==> src/design/stereo_fir_crosstalk_canceller_macros.svh <==
// Assertion macros for the stereo FIR crosstalk canceller.
`ifndef STEREO_FIR_CROSSTALK_CANCELLER_MACROS_SVH
`define STEREO_FIR_CROSSTALK_CANCELLER_MACROS_SVH

// Same-cycle implication, disabled during reset.
`define SFCC_ASSERT_NOW(label, ante, cons, msg) \
  label: assert property (@(posedge clk_i) disable iff (!rst_ni) (ante) |-> (cons)) \
    else $error(msg);

// Next-cycle implication, disabled during reset.
`define SFCC_ASSERT_NEXT(label, ante, cons, msg) \
  label: assert property (@(posedge clk_i) disable iff (!rst_ni) (ante) |=> (cons)) \
    else $error(msg);

`endif

==> src/design/sfcc_pkg.sv <==
// Shared constants and controller/datapath interface types.
package sfcc_pkg;

  localparam int SAMPLE_W   = 16;
  localparam int KIND_W     = 2;
  localparam int TAP_IDX_W  = 6;
  localparam int CFG_IDX_W  = 1;
  localparam int CFG_DATA_W = 16;
  localparam int TAPS_CFG_W = 7;
  localparam int ALPHA_W    = 14;
  localparam int PROD_W     = 2 * SAMPLE_W;
  localparam int ACC_W      = 48;
  localparam int XP_W       = ACC_W + ALPHA_W + 1;
  localparam int MIN_TAPS   = 8;

  localparam logic [KIND_W-1:0] KIND_SAMPLE = 2'd0;
  localparam logic [KIND_W-1:0] KIND_LOAD_L = 2'd1;
  localparam logic [KIND_W-1:0] KIND_LOAD_R = 2'd2;

  localparam logic [CFG_IDX_W-1:0] REG_STRENGTH = 1'b0;
  localparam logic [CFG_IDX_W-1:0] REG_TAPS     = 1'b1;

  localparam logic [TAPS_CFG_W-1:0] TAPS_RESET = 7'd64;

  typedef struct packed {
    logic sample;
    logic load_l;
    logic load_r;
    logic issue;
    logic xt;
    logic fin;
  } ctrl_cmd_t;

  typedef struct packed {
    logic out_free;
  } ctrl_sts_t;

endpackage

==> src/design/sfcc_ctrl.sv <==
// Sequencer: input handshake, tap walk and crosstalk/output steps.
module sfcc_ctrl #(
  parameter int MAX_TAPS = 64
) (
  input  logic                              clk_i,
  input  logic                              rst_ni,
  input  logic                              in_valid_i,
  output logic                              in_ready_o,
  input  logic [sfcc_pkg::KIND_W-1:0]       kind_i,
  input  logic [$clog2(MAX_TAPS+1)-1:0]     taps_i,
  input  sfcc_pkg::ctrl_sts_t               sts_i,
  output sfcc_pkg::ctrl_cmd_t               cmd_o,
  output logic [$clog2(MAX_TAPS)-1:0]       tap_o
);

  import sfcc_pkg::*;

  localparam int AW = $clog2(MAX_TAPS);
  localparam int TW = $clog2(MAX_TAPS + 1);

  typedef enum logic [5:0] {
    ST_IDLE  = 6'b000001,
    ST_RUN   = 6'b000010,
    ST_WAIT1 = 6'b000100,
    ST_WAIT2 = 6'b001000,
    ST_MULX  = 6'b010000,
    ST_FIN   = 6'b100000
  } state_e;

  state_e        state_q, state_d;
  logic [AW-1:0] tap_q, tap_d;

  always_comb begin
    state_d    = state_q;
    tap_d      = tap_q;
    cmd_o      = '0;
    in_ready_o = 1'b0;
    unique case (state_q)
      ST_IDLE: begin
        in_ready_o = 1'b1;
        if (in_valid_i) begin
          cmd_o.load_l = (kind_i == KIND_LOAD_L);
          cmd_o.load_r = (kind_i == KIND_LOAD_R);
          if (kind_i == KIND_SAMPLE) begin
            cmd_o.sample = 1'b1;
            tap_d        = '0;
            state_d      = ST_RUN;
          end
        end
      end
      ST_RUN: begin
        cmd_o.issue = 1'b1;
        if (TW'(tap_q) == taps_i - TW'(1)) begin
          state_d = ST_WAIT1;
        end else begin
          tap_d = tap_q + AW'(1);
        end
      end
      ST_WAIT1: begin
        state_d = ST_WAIT2;
      end
      ST_WAIT2: begin
        state_d = ST_MULX;
      end
      ST_MULX: begin
        cmd_o.xt = 1'b1;
        state_d  = ST_FIN;
      end
      ST_FIN: begin
        if (sts_i.out_free) begin
          cmd_o.fin = 1'b1;
          state_d   = ST_IDLE;
        end
      end
      default: begin
        state_d = ST_IDLE;
      end
    endcase
  end

  always_ff @(posedge clk_i or negedge rst_ni) begin
    if (!rst_ni) begin
      state_q <= ST_IDLE;
      tap_q   <= '0;
    end else begin
      state_q <= state_d;
      tap_q   <= tap_d;
    end
  end

  assign tap_o = tap_q;

endmodule

==> config.mk <==
export PLATFORM = sky130hd
export DESIGN_NAME = sfcc_ctrl
export DESIGN_NICKNAME = d
export VERILOG_FILES = /design/src/design/stereo_fir_crosstalk_canceller_macros.svh /design/src/design/sfcc_pkg.sv /design/src/design/sfcc_ctrl.sv
export SDC_FILE = /design/constraint.sdc
export NUM_CORES = 1
export LEC_CHECK = 0
export BUFFER_PORTS_ARGS = -buffer_cell sky130_fd_sc_hd__clkbuf_2
export CAP_MARGIN = 0
export CORE_ASPECT_RATIO = 1.4
export CORE_MARGIN = 8
export CORE_UTILIZATION = 35
export CTS_CLUSTER_DIAMETER = 100
export DETAILED_ROUTE_END_ITERATION = 16
export PLACE_DENSITY = 0.62
export SLEW_MARGIN = 20
export SYNTH_ARGS = -nofsm -noshare
export SYNTH_HDL_FRONTEND = slang
export SYNTH_SLANG_ARGS = --single-unit
==> constraint.sdc <==
create_clock -name clk_i -period 4.3 [get_ports clk_i]
set_input_delay 1.29 -clock clk_i [delete_from_list [all_inputs] [get_ports clk_i]]
set_output_delay 1.29 -clock clk_i [all_outputs]
set_load 0.1 [all_outputs]
==> flow_summary_export.csv <==
group,metric,value,unit
die,die_h,75.1,µm
sta,crit_path_time_final,3.70,ns
power_and_ir_drop,power_per_cell_area,698,nW/µm²
power_and_ir_drop,static-leakage-power,0.000498,µW
critical_path,path_common_cell,"sky130_fd_sc_hd__nor3b_4",
die,die_area,4370,µm²
grt,gr-total-overflow,0,
placement,routabilityCongestion,0.818,
yosys,post-synth-top-area-fraction,31.6,%
critical_path,critical_path_arrival,2.41,ns
yosys,synth.largest_area_cell,"sky130_fd_sc_hd__dfrtp_1",
route,iteration_0_drc_count_of_the_detailed_router,13,
sta,final-max-slew-violation-count,0,
clock_network,numClockSinks,12,
placement,port-buffer-count,25,
critical_path,worst-setup-path-type,"flop to output pin",
sta,fin_tns_setup,0,ns
yosys,synth_warnings,0,
critical_path,highest_cell_delay_on_the_worst_timing_path,0.58,ns
clock_network,clkLatencyLatePin,0.26,ns
sta,relative_slew_margins,64.0,%
die,die_w,58.2,µm
grt,global_route_usage_over_all_layers,11.3,%
critical_path,worstPathBufferInverterCount,1,
clock_network,post_cts.repair.setup_buffers,0,
final_layout,n_fill_cell,232,
final_layout,number_of_antenna_cells_inserted,0,
clock_network,number_of_cells_upsized_or_downsized_after_cts,0,
clock_network,cts-root-buf,"sky130_fd_sc_hd__clkbuf_4",
die,std_cell_rows,21,
yosys,postSynth.asyncResetShare,100,%
sta,count_of_final_setup_violators,0,
yosys,synth_enable_flop_cells,0,
sta,fmax,270,MHz
sta,worst_margin_slew,0.536,ns
route,detailedRoute.firstPassIterationCount,4,
sta,worst_clock_skew,0.000803,ns
critical_path,crit_fanout,6,
die,initial_cell_density_of_the_core,36.5,%
final_layout,area_growth,24.1,%
die,fp.coreArea,2390,µm²
critical_path,crit_slowest_cell,"sky130_fd_sc_hd__or4_4",
clock_network,cts_tree,"done",
power_and_ir_drop,power.ir.vdd_worst,0.356,mV
grt,grt_pass1_vias,917,
grt,number_of_antenna_violations_at_the_first_check_in_global_routing,0,
yosys,count_of_unique_library_cells_instantiated_by_yosys,37,
final_layout,num-nets-final,139,
die,io_pins,26,
clock_network,cts-htree-levels,1,
yosys,synth_top_cells_by_count,"11 x sky130_fd_sc_hd__dfrtp_1, 11 x sky130_fd_sc_hd__nor2_1, 6 x sky130_fd_sc_hd__inv_1, 6 x sky130_fd_sc_hd__nand2_1, 6 x sky130_fd_sc_hd__nand3_1",
grt,grt_start_max_net_pins,13,
route,viasPerCell,5.17,
route,avgRoutedWirePerCell,13.2,µm
critical_path,critical_path.startpoint_type,"flop",
route,total_drc_errors_in_the_routed_layout,0,
sta,final_min_period_over_clock_period,86.1,%
yosys,synth_seq_area_share,34.6,%
clock_network,clkSlewWorstSetupHoldPaths,0.07,ns
critical_path,worst_ep_required_time,3.01,ns
route,ant_nets,0,
yosys,synthesis.area_per_instance,9.08,µm²
job,drv_cap,0,
yosys,mappedNetlistArea,872,µm²
grt,grt_first_pass_wirelength,4010,µm
power_and_ir_drop,design_power_total,756,µW
yosys,number_of_flip_flops_and_latches_in_the_synthesized_netlist,12,
yosys,syn_nets,111,
run_status,outcome,"complete, no violations",
yosys,syn_inst,96,
yosys,synth.top_cells.by_area,"sky130_fd_sc_hd__dfrtp_1 32%, sky130_fd_sc_hd__nor2_1 4.7%, sky130_fd_sc_hd__nor3b_1 4.3%",
sta,setup_repair_after_global_routing_missed_its_margin,"false",
route,total_detailed_routing_wirelength,2080,µm
critical_path,critical-path-top-delay-family,"simple AND/OR/NAND/NOR gates",
hold_path,min_path_type,"flop to flop",
sta,hold_viol,0,
yosys,yosys_most_used_dff,"sky130_fd_sc_hd__dfrtp_1",
critical_path,cp-end-kind,"output pin",
final_layout,final_layout_size_suffix_gt1_share,31.7,%
route,number_of_vias_in_the_routed_layout,811,
clock_network,clk_path_buf_depth,2,
clock_network,cts_hold_buf,0,
critical_path,path_cells,"or4_4 -> nor3b_4 -> nand2_2 -> nor3b_4 -> clkbuf_2",
clock_network,cts_inserted_buffers,3,
placement,dp_hpwl,1710,µm
per-stage QoR:
| step | std cells | hold slack [ns] | setup slack, ns | area [µm²] | utilization, % |
|---|---|---|---|---|---|
| detailed placement | 153 | 0.550 | 0.764 | 1060 | 44.2 |
| floorplan | 96 | 0.505 | 0.00880 | 903 | - |
| global route | 157 | 0.612 | 0.486 | 1080 | 45.3 |
| finish | 157 | 0.564 | 0.597 | 1080 | 45.3 |
| CTS | 157 | 0.562 | 0.577 | 1080 | 45.3 |
| global placement | 153 | 0.535 | 0.787 | 1060 | 44.2 |
final timing paths:
check	from	end	slack [ns]	depth (start not counted)
max	state_q[5]	cmd_o[3]	0.60	5
min	state_q[2]	state_q[4]	0.56	1
max reg2reg	state_q[5]	tap_o[0]	1.98	6
min reg2reg	state_q[2]	state_q[4]	0.56	1
max in group asynchronous	rst_ni	state_q[0]	3.12	1
min in group asynchronous	rst_ni	state_q[5]	0.90	1
where the power goes:
group | switching (µW) | internal, µW
Clock | 35.6 | 35.9
Sequential | 54.3 | 146
Combinational | 361 | 122
Total | 451 | 305
state kept, by name, summed over array words and instances, names as in the netlist:
signal,cells
state_q,6
tap_o,6
kinds of logic (layout without fill, tap and decap cells):
kind of cell	Yosys count	in the layout	synth area share [%]
adder cells (fa/ha/maj)	2	2	2.87
AO/OA/AOI/OAI	16	16	14.5
XOR/XNOR	8	8	9.61
buffers and inverters	8	35	4.30
flip-flops	12	12	34.6
AND/OR/NAND/NOR	50	50	34.1
layout by cell type (no fill, tap or decap), drive strengths merged, types with 2 or more instances in the layout:
cell type  count
xnor2          3
inv            6
or3b           2
ha             2
nand3b         2
nor3           3
nor3b          6
nand2          6
nand2b         3
a21oi          2
clkbuf        29
nand3          6
xor2           4
nor2          11
or4            4
nor4b          2
dfrtp         11
o21ai          7
area by class of cell:
cell class	instances	area, µm²	share of cell area [%]
flip-flops and latches	12	302	27.9
clock buffers	4	26.3	2.43
well taps	34	42.5	3.93
inverters	6	22.5	2.08
repair buffers	25	125	11.6
multi-input cells	76	564	52.1
layer usage:
layer  part of all wire (%)  GRT usage (%)  vias up
li1                       -              -      405
met1                     45           12.7      388
met2                     50           19.9       18
met3                    5.0           2.56        0
met4                      0           4.92        0
met5                      0              0        -
Power figures use the tool's default switching activity.
